## src/hdl/differential_drive_odometry_unit_assert.svh

```systemverilog
// ----------------------------------------------------------------------------
// Odometry assertion macros
// Shared concurrent check templates, clocked on clk, disabled in reset.
// ----------------------------------------------------------------------------
`ifndef DIFFERENTIAL_DRIVE_ODOMETRY_UNIT_ASSERT_SVH
`define DIFFERENTIAL_DRIVE_ODOMETRY_UNIT_ASSERT_SVH

// same-cycle implication
`define ODO_ASSERT_SAME(lbl, ante, cons, msg) \
  lbl: assert property (@(posedge clk) disable iff (!rst_n) (ante) |-> (cons)) \
    else $error(msg);

// next-cycle implication
`define ODO_ASSERT_NEXT(lbl, ante, cons, msg) \
  lbl: assert property (@(posedge clk) disable iff (!rst_n) (ante) |=> (cons)) \
    else $error(msg);

`endif

```

## src/hdl/odo_pkg.sv

```systemverilog
// ----------------------------------------------------------------------------
// Odometry package
// Field types, datapath widths, angle table and sequencer codes.
// ----------------------------------------------------------------------------
package odo_pkg;

  localparam int DRV_W      = 16;
  localparam int GAIN_W     = 16;
  localparam int POS_W      = 32;
  localparam int HEAD_W     = 16;
  localparam int CFG_IDX_W  = 8;
  localparam int CFG_DATA_W = 16;

  localparam int ROT_W  = 34;
  localparam int MA_W   = 34;
  localparam int MB_W   = 18;
  localparam int MP_W   = MA_W + MB_W;
  localparam int LO_W   = 17;
  localparam int ACC_W  = MP_W + LO_W;
  localparam int FRAC_SH = 44;
  localparam int ATAN_IDX_W = 5;

  localparam logic signed [ROT_W-1:0] CORDIC_GAIN = 34'sd652032874;
  localparam logic signed [ACC_W-1:0] ACC_RND = ACC_W'(1) <<< (FRAC_SH - 1);

  typedef logic signed [DRV_W-1:0]  drive_t;
  typedef logic [GAIN_W-1:0]        gain_t;
  typedef logic signed [POS_W-1:0]  pos_t;
  typedef logic [HEAD_W-1:0]        head_t;
  typedef logic [CFG_IDX_W-1:0]     cfg_idx_t;
  typedef logic [CFG_DATA_W-1:0]    cfg_data_t;
  typedef logic signed [ROT_W-1:0]  rot_t;

  localparam cfg_idx_t REG_TURN_GAIN = cfg_idx_t'(0);
  localparam cfg_idx_t REG_MOVE_GAIN = cfg_idx_t'(1);

  typedef enum logic [3:0] {
    S_IDLE, S_TURN, S_MOVE, S_ROT, S_XLO, S_XHI, S_YLO, S_YHI, S_YACC, S_YUPD, S_POST
  } state_t;

  typedef enum logic [2:0] {
    MSEL_TURN, MSEL_MOVE, MSEL_CLO, MSEL_CHI, MSEL_SLO, MSEL_SHI
  } msel_t;

  typedef struct packed {
    logic  in_ready;
    logic  mul_en;
    msel_t msel;
    logic  rot_start;
    logic  out_load;
  } ctrl_t;

  function automatic logic [31:0] atan_turn(input logic [ATAN_IDX_W-1:0] idx);
    logic [31:0] r;
    case (idx)
      5'd0:    r = 32'd536870912;
      5'd1:    r = 32'd316933406;
      5'd2:    r = 32'd167458907;
      5'd3:    r = 32'd85004756;
      5'd4:    r = 32'd42667331;
      5'd5:    r = 32'd21354465;
      5'd6:    r = 32'd10679838;
      5'd7:    r = 32'd5340245;
      5'd8:    r = 32'd2670163;
      5'd9:    r = 32'd1335087;
      5'd10:   r = 32'd667544;
      5'd11:   r = 32'd333772;
      5'd12:   r = 32'd166886;
      5'd13:   r = 32'd83443;
      5'd14:   r = 32'd41722;
      5'd15:   r = 32'd20861;
      5'd16:   r = 32'd10430;
      5'd17:   r = 32'd5215;
      5'd18:   r = 32'd2608;
      5'd19:   r = 32'd1304;
      5'd20:   r = 32'd652;
      5'd21:   r = 32'd326;
      5'd22:   r = 32'd163;
      5'd23:   r = 32'd81;
      default: r = 32'd0;
    endcase
    return r;
  endfunction

endpackage

```

## src/hdl/odo_if.sv

```systemverilog
// ----------------------------------------------------------------------------
// Odometry channel interfaces
// Drive command, pose result and register write channels.
// ----------------------------------------------------------------------------
interface odo_in_if;
  logic            valid;
  logic            ready;
  odo_pkg::drive_t left_drive;
  odo_pkg::drive_t right_drive;
  modport source (output valid, output left_drive, output right_drive, input ready);
  modport sink   (input valid, input left_drive, input right_drive, output ready);
endinterface

interface odo_out_if;
  logic           valid;
  logic           ready;
  odo_pkg::pos_t  pos_x;
  odo_pkg::pos_t  pos_y;
  odo_pkg::head_t heading;
  modport source (output valid, output pos_x, output pos_y, output heading, input ready);
  modport sink   (input valid, input pos_x, input pos_y, input heading, output ready);
endinterface

interface odo_cfg_if;
  logic               valid;
  logic               ready;
  odo_pkg::cfg_idx_t  index;
  odo_pkg::cfg_data_t data;
  modport source (output valid, output index, output data, input ready);
  modport sink   (input valid, input index, input data, output ready);
endinterface

```

## src/hdl/odo_mul.sv

```systemverilog
// ----------------------------------------------------------------------------
// Odometry shared multiplier
// Signed 34 x 18 product, registered, updated only when enabled.
// ----------------------------------------------------------------------------
module odo_mul (
  input  logic                                clk,
  input  logic                                en,
  input  logic signed [odo_pkg::MA_W-1:0]     a,
  input  logic signed [odo_pkg::MB_W-1:0]     b,
  output logic signed [odo_pkg::MP_W-1:0]     p_r
);
  import odo_pkg::*;

  always_ff @(posedge clk) begin
    if (en) begin
      p_r <= MP_W'(a) * MP_W'(b);
    end
  end

endmodule

```

## src/hdl/odo_cordic.sv

```systemverilog
// ----------------------------------------------------------------------------
// Odometry CORDIC rotator
// Iterative cosine and sine of a binary angle, one micro-rotation per cycle.
// ----------------------------------------------------------------------------
module odo_cordic #(
  parameter int STEPS = 16
) (
  input  logic           clk,
  input  logic           rst_n,
  input  logic           start,
  input  odo_pkg::head_t angle,
  output logic           done_r,
  output odo_pkg::rot_t  cos_r,
  output odo_pkg::rot_t  sin_r
);
  import odo_pkg::*;

  localparam int CNT_W = (STEPS > 1) ? $clog2(STEPS) : 1;
  localparam logic [CNT_W-1:0] LAST = CNT_W'(STEPS - 1);

  logic             run_r;
  logic             fix_r;
  logic             flip_r;
  logic [CNT_W-1:0] i_r;
  rot_t             z_r;
  rot_t             xs;
  rot_t             ys;
  rot_t             at;
  head_t            shifted;
  logic             flip;
  head_t            a_adj;

  assign shifted = angle + 16'h4000;
  assign flip    = shifted[HEAD_W-1];
  assign a_adj   = {angle[HEAD_W-1] ^ flip, angle[HEAD_W-2:0]};
  assign xs      = cos_r >>> i_r;
  assign ys      = sin_r >>> i_r;
  assign at      = rot_t'({2'b00, atan_turn(ATAN_IDX_W'(i_r))});

  always_ff @(posedge clk) begin
    if (!rst_n) begin
      run_r  <= 1'b0;
      fix_r  <= 1'b0;
      done_r <= 1'b0;
    end else begin
      done_r <= 1'b0;
      if (start) begin
        run_r <= 1'b1;
      end else if (run_r && i_r == LAST) begin
        run_r <= 1'b0;
        fix_r <= 1'b1;
      end else if (fix_r) begin
        fix_r  <= 1'b0;
        done_r <= 1'b1;
      end
    end
  end

  always_ff @(posedge clk) begin
    if (start) begin
      cos_r  <= CORDIC_GAIN;
      sin_r  <= '0;
      z_r    <= rot_t'(signed'({a_adj, 16'h0000}));
      flip_r <= flip;
      i_r    <= '0;
    end else if (run_r) begin
      if (!z_r[ROT_W-1]) begin
        cos_r <= cos_r - ys;
        sin_r <= sin_r + xs;
        z_r   <= z_r - at;
      end else begin
        cos_r <= cos_r + ys;
        sin_r <= sin_r - xs;
        z_r   <= z_r + at;
      end
      i_r <= i_r + 1'b1;
    end else if (fix_r && flip_r) begin
      cos_r <= -cos_r;
      sin_r <= -sin_r;
    end
  end

endmodule

```

## src/hdl/differential_drive_odometry_unit.sv

```systemverilog
// A new beat is taken only in idle, so pose updates do not overlap: each waits for
// the iterative CORDIC rotator and the shared multiplier's six passes.
// A finished pose waits in the output register while the next beat enters.
// Reset: synchronous active-low; pose clears to zero, gains to 1000 / 1311.
// ----------------------------------------------------------------------------
// Differential drive odometry unit
// Dead-reckoning pose update per control tick with saturating position.
// ----------------------------------------------------------------------------
`include "differential_drive_odometry_unit_assert.svh"

module differential_drive_odometry_unit #(
  parameter int CORDIC_STEPS = 16
) (
  input  logic       clk,
  input  logic       rst_n,
  odo_in_if.sink     in_ch,
  odo_out_if.source  out_ch,
  odo_cfg_if.sink    cfg_ch
);
  import odo_pkg::*;

  state_t state_r, state_nxt;
  ctrl_t  ctrl;

  gain_t  turn_gain_r;
  gain_t  move_gain_r;
  pos_t   x_r;
  pos_t   y_r;
  head_t  heading_r;

  logic signed [DRV_W:0]   diff_r;
  logic signed [DRV_W:0]   sum_r;
  logic signed [MA_W-1:0]  m_r;
  logic signed [ACC_W-1:0] acc_r;

  logic signed [MA_W-1:0]  mul_a;
  logic signed [MB_W-1:0]  mul_b;
  logic signed [MP_W-1:0]  mul_p;

  logic  rot_done;
  rot_t  cos_v;
  rot_t  sin_v;

  logic signed [MP_W-1:0]  turn_rnd;
  head_t                   heading_new;
  logic signed [ACC_W-1:0] hi_term;
  logic signed [ACC_W-FRAC_SH-1:0] delta;
  logic signed [POS_W:0]   x_sum;
  logic signed [POS_W:0]   y_sum;

  logic  out_valid_r;
  pos_t  out_x_r;
  pos_t  out_y_r;
  head_t out_head_r;
  logic  out_free;
  logic  in_fire;
  logic  cfg_fire;

  assign in_fire  = in_ch.valid && ctrl.in_ready;
  assign cfg_fire = cfg_ch.valid;
  assign out_free = !out_valid_r || out_ch.ready;

  assign in_ch.ready    = ctrl.in_ready;
  assign cfg_ch.ready   = 1'b1;
  assign out_ch.valid   = out_valid_r;
  assign out_ch.pos_x   = out_x_r;
  assign out_ch.pos_y   = out_y_r;
  assign out_ch.heading = out_head_r;

  assign turn_rnd    = mul_p + MP_W'(8192);
  assign heading_new = heading_r + turn_rnd[29:14];
  assign hi_term     = {mul_p, {LO_W{1'b0}}};
  assign delta       = acc_r[ACC_W-1:FRAC_SH];
  assign x_sum       = {x_r[POS_W-1], x_r} + (POS_W+1)'(delta);
  assign y_sum       = {y_r[POS_W-1], y_r} - (POS_W+1)'(delta);

  always_comb begin
    state_nxt = state_r;
    case (state_r)
      S_IDLE:  if (in_ch.valid) state_nxt = S_TURN;
      S_TURN:  state_nxt = S_MOVE;
      S_MOVE:  state_nxt = S_ROT;
      S_ROT:   if (rot_done) state_nxt = S_XLO;
      S_XLO:   state_nxt = S_XHI;
      S_XHI:   state_nxt = S_YLO;
      S_YLO:   state_nxt = S_YHI;
      S_YHI:   state_nxt = S_YACC;
      S_YACC:  state_nxt = S_YUPD;
      S_YUPD:  state_nxt = S_POST;
      S_POST:  if (out_free) state_nxt = S_IDLE;
      default: state_nxt = S_IDLE;
    endcase
  end

  always_comb begin
    ctrl = '{in_ready: 1'b0, mul_en: 1'b0, msel: MSEL_TURN, rot_start: 1'b0,
             out_load: 1'b0};
    case (state_r)
      S_IDLE:  ctrl.in_ready = 1'b1;
      S_TURN:  begin
        ctrl.mul_en = 1'b1;
        ctrl.msel   = MSEL_TURN;
      end
      S_MOVE:  begin
        ctrl.mul_en    = 1'b1;
        ctrl.msel      = MSEL_MOVE;
        ctrl.rot_start = 1'b1;
      end
      S_XLO:   begin
        ctrl.mul_en = 1'b1;
        ctrl.msel   = MSEL_CLO;
      end
      S_XHI:   begin
        ctrl.mul_en = 1'b1;
        ctrl.msel   = MSEL_CHI;
      end
      S_YLO:   begin
        ctrl.mul_en = 1'b1;
        ctrl.msel   = MSEL_SLO;
      end
      S_YHI:   begin
        ctrl.mul_en = 1'b1;
        ctrl.msel   = MSEL_SHI;
      end
      S_POST:  ctrl.out_load = out_free;
      default: ctrl.in_ready = 1'b0;
    endcase
  end

  always_comb begin
    case (ctrl.msel)
      MSEL_TURN: begin
        mul_a = MA_W'(diff_r);
        mul_b = signed'({2'b00, turn_gain_r});
      end
      MSEL_MOVE: begin
        mul_a = MA_W'(sum_r);
        mul_b = signed'({2'b00, move_gain_r});
      end
      MSEL_CLO: begin
        mul_a = m_r;
        mul_b = signed'({1'b0, cos_v[LO_W-1:0]});
      end
      MSEL_CHI: begin
        mul_a = m_r;
        mul_b = MB_W'(signed'(cos_v[ROT_W-1:LO_W]));
      end
      MSEL_SLO: begin
        mul_a = m_r;
        mul_b = signed'({1'b0, sin_v[LO_W-1:0]});
      end
      MSEL_SHI: begin
        mul_a = m_r;
        mul_b = MB_W'(signed'(sin_v[ROT_W-1:LO_W]));
      end
      default: begin
        mul_a = '0;
        mul_b = '0;
      end
    endcase
  end

  odo_mul u_mul (
    .clk (clk),
    .en  (ctrl.mul_en),
    .a   (mul_a),
    .b   (mul_b),
    .p_r (mul_p)
  );

  odo_cordic #(
    .STEPS (CORDIC_STEPS)
  ) u_cordic (
    .clk    (clk),
    .rst_n  (rst_n),
    .start  (ctrl.rot_start),
    .angle  (heading_new + 16'h4000),
    .done_r (rot_done),
    .cos_r  (cos_v),
    .sin_r  (sin_v)
  );

  always_ff @(posedge clk) begin
    if (!rst_n) begin
      state_r     <= S_IDLE;
      turn_gain_r <= 16'd1000;
      move_gain_r <= 16'd1311;
      x_r         <= '0;
      y_r         <= '0;
      heading_r   <= '0;
      out_valid_r <= 1'b0;
    end else begin
      state_r <= state_nxt;
      if (cfg_fire) begin
        case (cfg_ch.index)
          REG_TURN_GAIN: turn_gain_r <= cfg_ch.data;
          REG_MOVE_GAIN: move_gain_r <= cfg_ch.data;
          default:       turn_gain_r <= turn_gain_r;
        endcase
      end
      if (state_r == S_MOVE) begin
        heading_r <= heading_new;
      end
      if (state_r == S_YHI) begin
        if (x_sum[POS_W] != x_sum[POS_W-1]) begin
          x_r <= x_sum[POS_W] ? {1'b1, {(POS_W-1){1'b0}}} : {1'b0, {(POS_W-1){1'b1}}};
        end else begin
          x_r <= x_sum[POS_W-1:0];
        end
      end
      if (state_r == S_YUPD) begin
        if (y_sum[POS_W] != y_sum[POS_W-1]) begin
          y_r <= y_sum[POS_W] ? {1'b1, {(POS_W-1){1'b0}}} : {1'b0, {(POS_W-1){1'b1}}};
        end else begin
          y_r <= y_sum[POS_W-1:0];
        end
      end
      if (ctrl.out_load) begin
        out_valid_r <= 1'b1;
      end else if (out_ch.ready) begin
        out_valid_r <= 1'b0;
      end
    end
  end

  always_ff @(posedge clk) begin
    if (in_fire) begin
      diff_r <= (DRV_W+1)'(in_ch.right_drive) - (DRV_W+1)'(in_ch.left_drive);
      sum_r  <= (DRV_W+1)'(in_ch.right_drive) + (DRV_W+1)'(in_ch.left_drive);
    end
    if (state_r == S_ROT) begin
      m_r <= mul_p[MA_W-1:0];
    end
    case (state_r)
      S_XHI, S_YHI: acc_r <= ACC_W'(mul_p) + ACC_RND;
      S_YLO, S_YACC: acc_r <= acc_r + hi_term;
      default: acc_r <= acc_r;
    endcase
    if (ctrl.out_load) begin
      out_x_r    <= x_r;
      out_y_r    <= y_r;
      out_head_r <= heading_r;
    end
  end

  `ODO_ASSERT_NEXT(a_accept_starts, in_ch.valid && in_ch.ready, state_r == S_TURN, "beat accepted but sequencer did not start")
  `ODO_ASSERT_SAME(a_rot_done_in_rot, rot_done, state_r == S_ROT, "rotator finished outside rotate phase")
  `ODO_ASSERT_NEXT(a_post_loads, state_r == S_POST && out_free, out_valid_r && state_r == S_IDLE, "finished pose not presented")

endmodule

```

## src/flat_wrapper.sv

```systemverilog
// flat-port wrapper written by rule: the top's interface ports become plain ports
module differential_drive_odometry_unit_flat import odo_pkg::*;
#(
  parameter int CORDIC_STEPS = 16
)
  (clk, rst_n, in_ch_valid, in_ch_left_drive, in_ch_right_drive, in_ch_ready, out_ch_valid, out_ch_pos_x, out_ch_pos_y, out_ch_heading, out_ch_ready, cfg_ch_valid, cfg_ch_index, cfg_ch_data, cfg_ch_ready);
  odo_in_if in_ch_i ();
  odo_out_if out_ch_i ();
  odo_cfg_if cfg_ch_i ();
  input  logic clk;
  input  logic rst_n;
  input wire logic [$bits(in_ch_i.valid)-1:0] in_ch_valid;
  input wire logic [$bits(in_ch_i.left_drive)-1:0] in_ch_left_drive;
  input wire logic [$bits(in_ch_i.right_drive)-1:0] in_ch_right_drive;
  output wire logic [$bits(in_ch_i.ready)-1:0] in_ch_ready;
  output wire logic [$bits(out_ch_i.valid)-1:0] out_ch_valid;
  output wire logic [$bits(out_ch_i.pos_x)-1:0] out_ch_pos_x;
  output wire logic [$bits(out_ch_i.pos_y)-1:0] out_ch_pos_y;
  output wire logic [$bits(out_ch_i.heading)-1:0] out_ch_heading;
  input wire logic [$bits(out_ch_i.ready)-1:0] out_ch_ready;
  input wire logic [$bits(cfg_ch_i.valid)-1:0] cfg_ch_valid;
  input wire logic [$bits(cfg_ch_i.index)-1:0] cfg_ch_index;
  input wire logic [$bits(cfg_ch_i.data)-1:0] cfg_ch_data;
  output wire logic [$bits(cfg_ch_i.ready)-1:0] cfg_ch_ready;
  assign in_ch_i.valid = in_ch_valid;
  assign in_ch_i.left_drive = in_ch_left_drive;
  assign in_ch_i.right_drive = in_ch_right_drive;
  assign in_ch_ready = in_ch_i.ready;
  assign out_ch_valid = out_ch_i.valid;
  assign out_ch_pos_x = out_ch_i.pos_x;
  assign out_ch_pos_y = out_ch_i.pos_y;
  assign out_ch_heading = out_ch_i.heading;
  assign out_ch_i.ready = out_ch_ready;
  assign cfg_ch_i.valid = cfg_ch_valid;
  assign cfg_ch_i.index = cfg_ch_index;
  assign cfg_ch_i.data = cfg_ch_data;
  assign cfg_ch_ready = cfg_ch_i.ready;
  differential_drive_odometry_unit #(.CORDIC_STEPS(CORDIC_STEPS)) u_core (.clk(clk), .rst_n(rst_n), .in_ch(in_ch_i), .out_ch(out_ch_i), .cfg_ch(cfg_ch_i));
endmodule
```

## config.mk

```make
export PLATFORM = sky130hd
export DESIGN_NAME = differential_drive_odometry_unit_flat
export DESIGN_NICKNAME = d
export VERILOG_FILES = /design/src/hdl/odo_pkg.sv /design/src/hdl/odo_if.sv /design/src/hdl/odo_mul.sv /design/src/hdl/odo_cordic.sv /design/src/hdl/differential_drive_odometry_unit.sv /design/src/flat_wrapper.sv
export VERILOG_INCLUDE_DIRS = /design/src /design/src/hdl
export SDC_FILE = /design/constraint.sdc
export NUM_CORES = 2
export LEC_CHECK = 0
export BUFFER_PORTS_ARGS = -buffer_cell sky130_fd_sc_hd__buf_2
export CORE_ASPECT_RATIO = 1.75
export CORE_MARGIN = 8
export CORE_UTILIZATION = 51
export CTS_CLUSTER_DIAMETER = 50
export CTS_CLUSTER_SIZE = 14
export DETAILED_ROUTE_END_ITERATION = 10
export HOLD_SLACK_MARGIN = 0.1
export PLACE_DENSITY = 0.66
export SLEW_MARGIN = 10
export SYNTH_ARGS = -nofsm -noshare
export SYNTH_HDL_FRONTEND = slang
export SYNTH_SLANG_ARGS = --single-unit
```

## constraint.sdc

```tcl
create_clock -name clk -period 25.6 [get_ports clk]
set_clock_uncertainty 0.05 [all_clocks]
set_input_delay 1.28 -clock clk [delete_from_list [all_inputs] [get_ports clk]]
set_output_delay 1.28 -clock clk [all_outputs]
set_load 0.01 [all_outputs]
```

## Yosys cells after proc, flatten, opt, wreduce, memory -nomap -nowiden

Memory sizes are Yosys's and may differ from the RTL's. A register that Yosys moved wholly into a read port is not among the register bits.
Cells that the tools add are included.

| word-level totals | value |
|---|---|
| output and inout bits | 83 |
| register bits after elaboration | 496 |
| memories kept | 1 |
| input port bits | 61 |
| bits in read-only memories | 480 |

Memory list:

| memory | depth | width | rd ports | clocked after Yosys merged registers in | write ports | line | source |
|---|---|---|---|---|---|---|---|
| (no name shown) | 16 | 30 | 1 | 1 | 0 | odo_pkg.sv:55 | `case (idx)` |

| cells by class | value |
|---|---|
| eq/ne operators | 22 |
| shift operators | 2 |
| add/sub/neg operators | 19 |
| muxes and demuxes | 32 |
| bitwise logic cells | 2 |
| reductions and logical operators | 20 |
| multiply operators | 1 |

Operators by type and width:

| kind | count |
|---|---|
| $mux W34 | 9 |
| $pmux W69 S2 | 1 |
| $mux W32 | 4 |
| $pmux W18 S6 | 1 |
| $pmux W34 S3 | 1 |
| $add A69 B69 Y69 | 1 |
| $add A34 B34 Y34 | 2 |
| $neg A34 Y34 | 2 |
| $sshr A34 B4 Y34 | 2 |
| $sub A34 B34 Y34 | 2 |
| $add A52 B45 Y53 const B | 1 |
| $mul A34 B18 Y52 | 1 |
| $pmux W4 S11 | 1 |
| $add A34 B33 Y34 | 1 |
| $sub A34 B33 Y34 | 1 |
| $add A32 B25 Y33 | 1 |
| $sub A32 B25 Y33 | 1 |
| $add A16 B15 Y16 const B | 2 |
| $add A30 B15 Y30 const B | 1 |
| $pmux W4 S6 | 1 |
| $mux W4 | 5 |
| $add A16 B16 Y17 | 1 |
| $sub A16 B16 Y17 | 1 |
| $add A16 B16 Y16 | 1 |
| 27 further kinds | 54 |

## Depth between registers and ports, before layout

| logic depth | value |
|---|---|
| depth after elaboration | 6 |
| gate-level depth with buffers | 35 |
| gate-level depth less buffers | 32 |

## Cells and area by module

A second synthesis with hierarchy kept.

| unflattened totals | value |
|---|---|
| cells, all modules | 6895 |
| area total of the unflattened synthesis | 61022.3 um2 |

By module, submodules not included:

| module | sequential area each (um2) | times used | cells each | area an instance (um2) |
|---|---|---|---|---|
| odo_mul | 1561.5 | 1 | 2436 | 22551.6 |
| differential_drive_odometry_unit | 8318.0 | 1 | 2239 | 20902.5 |
| odo_cordic | 2992.9 | 1 | 2220 | 17568.1 |

## Worst setup path after synthesis

Ideal clock, no wire load.

| timing path | value |
|---|---|
| path type | input to register |
| from | input port out_ch_ready |
| to | register u_core.out_head_r[0] (netlist: u_core.out_ch.heading[0]), enable pin |
| stages on the path | 2 |
| path slack | 15.965 ns |
| data arrival time | 8.870 ns |
| setup time | 0.716 ns |
| required time | 24.834 ns |
| path through | nor2b_1 nor4_1 |

RTL lines:

| item | line | source |
|---|---|---|
| start: declaration | flat_wrapper.sv:20 | `input wire logic [$bits(out_ch_i.ready)-1:0] out_ch_ready;` |
| end signal: assignment | differential_drive_odometry_unit.sv:242 | `out_head_r <= heading_r;` |
| end: declaration | differential_drive_odometry_unit.sv:54 | `head_t out_head_r;` |

## Final worst setup path

| timing path | value |
|---|---|
| from | register u_core.state_r[2] |
| to | register u_core.u_mul.p_r[46] (netlist bit), data pin |

| on the way | value |
|---|---|
| word-level cells in the longest chain between the ends | 6 |

RTL lines:

| item | line | source |
|---|---|---|
| start: declaration | differential_drive_odometry_unit.sv:22 | `state_t state_r, state_nxt;` |
| start signal: assignment | differential_drive_odometry_unit.sv:193 | `state_r <= state_nxt;` |
| $eq A4 B3 Y1 (tied with other cells) | differential_drive_odometry_unit.sv:98 | `case (state_r)` |
| $pmux W4 S6 (*) | differential_drive_odometry_unit.sv:98 |  |
| $eq A3 B2 Y1 / $eq A3 B3 Y1 (equally long branches) | differential_drive_odometry_unit.sv:131 | `case (ctrl.msel)` |
| $reduce_or A4 Y1 (no source line) | - |  |
| $pmux W34 S3 | differential_drive_odometry_unit.sv:131 |  |
| $mul A34 B18 Y52 (*) | odo_mul.sv:16 | `p_r <= MP_W'(a) * MP_W'(b);` |
| end signal: assignment | odo_mul.sv:16 |  |
| end: declaration | odo_mul.sv:10 | `output logic signed [odo_pkg::MP_W-1:0] p_r` |

Every way passes the cells marked *; elsewhere a longest branch is shown, timed or not.
A chain may end at the register's enable or synchronous reset.

==> flow_metrics.env <==
export IMPL_cp_end_kind="flop"
export IMPL_syn_area_per_cell_um2=8.91
export IMPL_cts_htree_levels=2
export IMPL_finalSetupTns_ns=0
export IMPL_crit_path_max_incr_delay_ns=1.03
export IMPL_yosysUniqueCellTypes=96
export IMPL_syn_inst=6688
export IMPL_fmax_mhz=92.2
export IMPL_dr_pass1_iters=11
export IMPL_grt_pass1_wl_mm=292
export IMPL_yosys_area_top_type="fa_1"
export IMPL_synth_seq_cells=508
export IMPL_synth_nets=7744
export IMPL_slew_headroom=0.236
export IMPL_cts_tree="yes"
export IMPL_setup_viol=0
export IMPL_syn_area_mm2=0.0596
export IMPL_worst_r2r_setup_slack_ns=14.75
export IMPL_cp_top_family="adder cells"
export IMPL_dr_total_vias=50200
export IMPL_r2r_end="u_core.u_mul.p_r[46]"
export IMPL_hp_class="flop to flop"
export IMPL_timing_final_crit_share=0.424
export IMPL_ioPinCount=144
export IMPL_cp_start_kind="flop"
export IMPL_cts_resized=0
export IMPL_wl_per_cell_um=23.2
export IMPL_synth_edff_count=270
export IMPL_core_area_mm2=0.117
export IMPL_final_max_slew_viol_count=0
export IMPL_yosysWarnings=0
export IMPL_syn_to_final_growth_pct=5.96
export IMPL_fin_util=0.542
export IMPL_clock_path_buffers=3
export IMPL_grtUsageMet3=0.0476
export IMPL_status="finished with violations"
export IMPL_worstSetupPathType="flop to flop"
export IMPL_vias_per_cell=6.14
export IMPL_period_minus_slack_ns=10.85
export IMPL_clk_pin_slew_ns=0.07
export IMPL_min_delay_worst_endpoint="u_core.out_ch.pos_y[27]"
export IMPL_violations="design-rule violations"
export IMPL_yosys_top_cells_count="inv_1, nand2_1, nor2_1, fa_1, a21oi_1"
export IMPL_grt_pass1_vias=51800
export IMPL_whs_path_depth=0
export IMPL_drive_gt1_frac=0.0712
export IMPL_grt_usage=0.294
export IMPL_synth_area_top_cells="fa_1, edfxtp_1, ha_1"
export IMPL_place_congestion=0.998
export IMPL_finalWirelength_mm=190
export IMPL_grt_max_degree=72
export IMPL_dieArea_mm2=0.128
export IMPL_grtUsageMet1=0.309
export IMPL_postCtsHoldBufs=0
export IMPL_die_w_um=274
export IMPL_root_buffer="clkbuf_16"
export IMPL_antenna_found_initial=4
export IMPL_die_height_um=468
export IMPL_synth_top_area_frac=0.200
export IMPL_portBuffers=142
export IMPL_seqCellArea_mm2=0.0129
export IMPL_cts_sinks=508
export IMPL_r2r_start="u_core.state_r[2]"
export IMPL_rsz0062_at_grt="no"
export IMPL_reg2regPathDepth=32
export IMPL_rows=166
export IMPL_ys_flop_type="edfxtp_1"
export IMPL_ant_nets=0
export IMPL_hold_viol=0
export IMPL_post_cts_buffers=0
export IMPL_final_net_count=7687
export IMPL_clk_latency_ns=0.66
export IMPL_cp_max_fo=46
export IMPL_slowest_stage="nor2_4"
export IMPL_synth_most_common_cell="inv_1"
export IMPL_whs_ns=0.415
export IMPL_synth_seq_area_share=0.216
export IMPL_cts_made_buffers=47
export IMPL_drc_errors=1
export IMPL_grt_busiest_layer="met2"
export IMPL_critical_path_arrival_ns=11.28
export IMPL_grt_ovfl_total=0
export IMPL_crit_required_ns=26.03
export IMPL_start_util=0.511
export IMPL_drt_first_iter_violations=3683
export IMPL_use_met2=0.529
export IMPL_async_flop_share=0
export IMPL_multiInputGateArea_mm2=0.0422
export IMPL_n_fill_cell=10800
export IMPL_worst_slew_pin_transition_ns=1.15
export IMPL_path_buf_inv=9
export IMPL_min_from="u_core.y_r[27]"
export IMPL_dp_hpwl_mm=147
export IMPL_maxCapViolations=0
==> cells in the final DEF (no fill, tap or decap), types with 52 or more instances in the layout <==
master and count:
nand3_1 84, xor2_1 173, a211oi_1 59, buf_2 142, inv_1 863, and3_1 52
dfxtp_1 233, buf_4 87, a31oi_1 70, o21ai_0 295, a21oi_1 437, xnor2_1 237
a21o_1 161, nor2_1 596, ha_1 401, nor3_1 93, and2_1 63, nand2_1 657
edfxtp_1 270, fa_1 594, mux2i_1 87
==> worst max-delay path by stage <==
stage | from | endpoint | slack, ns | cells past startpoint
6_report | u_core.state_r[2] | u_core.u_mul.p_r[46] | 14.75 | 32
3_5_place_dp | u_core.state_r[2] | u_core.u_mul.p_r[46] | 14.90 | 32
4_1_cts | u_core.state_r[2] | u_core.u_mul.p_r[46] | 14.87 | 32
5_1_grt | u_core.state_r[2] | u_core.u_mul.p_r[46] | 14.18 | 31
2_1_floorplan | out_ch_ready | u_core.out_ch.heading[0] | 15.96 | 2
3_3_place_gp | u_core.state_r[2] | u_core.u_mul.p_r[46] | 15.06 | 31
==> final cells by class <==
cell class / instances / area share
multi-input cells: 4973 / 0.669
repair buffers: 230 / 0.0217
diodes: 2 / 0.0000793
clock buffers: 71 / 0.0210
well taps: 1512 / 0.0300
inverters: 871 / 0.0518
flip-flops and latches: 508 / 0.204
clock inverters: 16 / 0.00268
==> metrics by stage <==
step | instances | setup slack, ns | instance area (um^2)
6_report | 8183 | 14.75 | 63100
5_1_grt | 8182 | 14.18 | 63100
4_1_cts | 8180 | 14.87 | 63100
3_5_place_dp | 8093 | 14.90 | 61600
3_3_place_gp | 8093 | 15.06 | 61600
2_1_floorplan | 6688 | 15.96 | 59600
==> per-layer routing <==
| metal | share of wire | vias to the layer above |
|---|---|---|
| met2 | 0.50 | 1991 |
| met5 | 0 | - |
| met3 | 0.066 | 765 |
| met4 | 0.086 | 0 |
| met1 | 0.34 | 24700 |
| li1 | - | 22700 |
==> flip-flops by register name, summed over array words and instances (netlist names), 17 cells and up <==
signal	flops
u_core.m_r	34
u_core.out_ch.pos_x	32
u_core.u_mul.p_r	52
u_core.u_cordic.z_r	34
u_core.out_ch.pos_y	32
u_core.x_r	32
u_core.y_r	32
u_core.acc_r	52
u_core.sum_r	17
u_core.u_cordic.cos_r	34
u_core.u_cordic.at	30
u_core.u_cordic.sin_r	34
==> kinds of logic (layout without fill, tap and decap cells) <==
logic type / after synthesis / count (layout) / synth area share
AND/OR/NAND/NOR: 1840 / 1840 / 0.139
AO/OA/AOI/OAI: 1482 / 1482 / 0.162
buffers and inverters: 1207 / 1188 / 0.0782
adder cells (fa/ha/maj): 1034 / 1034 / 0.290
flip-flops: 508 / 508 / 0.216
XOR/XNOR: 410 / 410 / 0.0603
multiplexers: 206 / 206 / 0.0542
other: 1 / 3 / 0.0000629
Power is left out: the tool's default activity adds up to more than one toggle a clock period on the data nets, which glitch-free logic cannot reach.
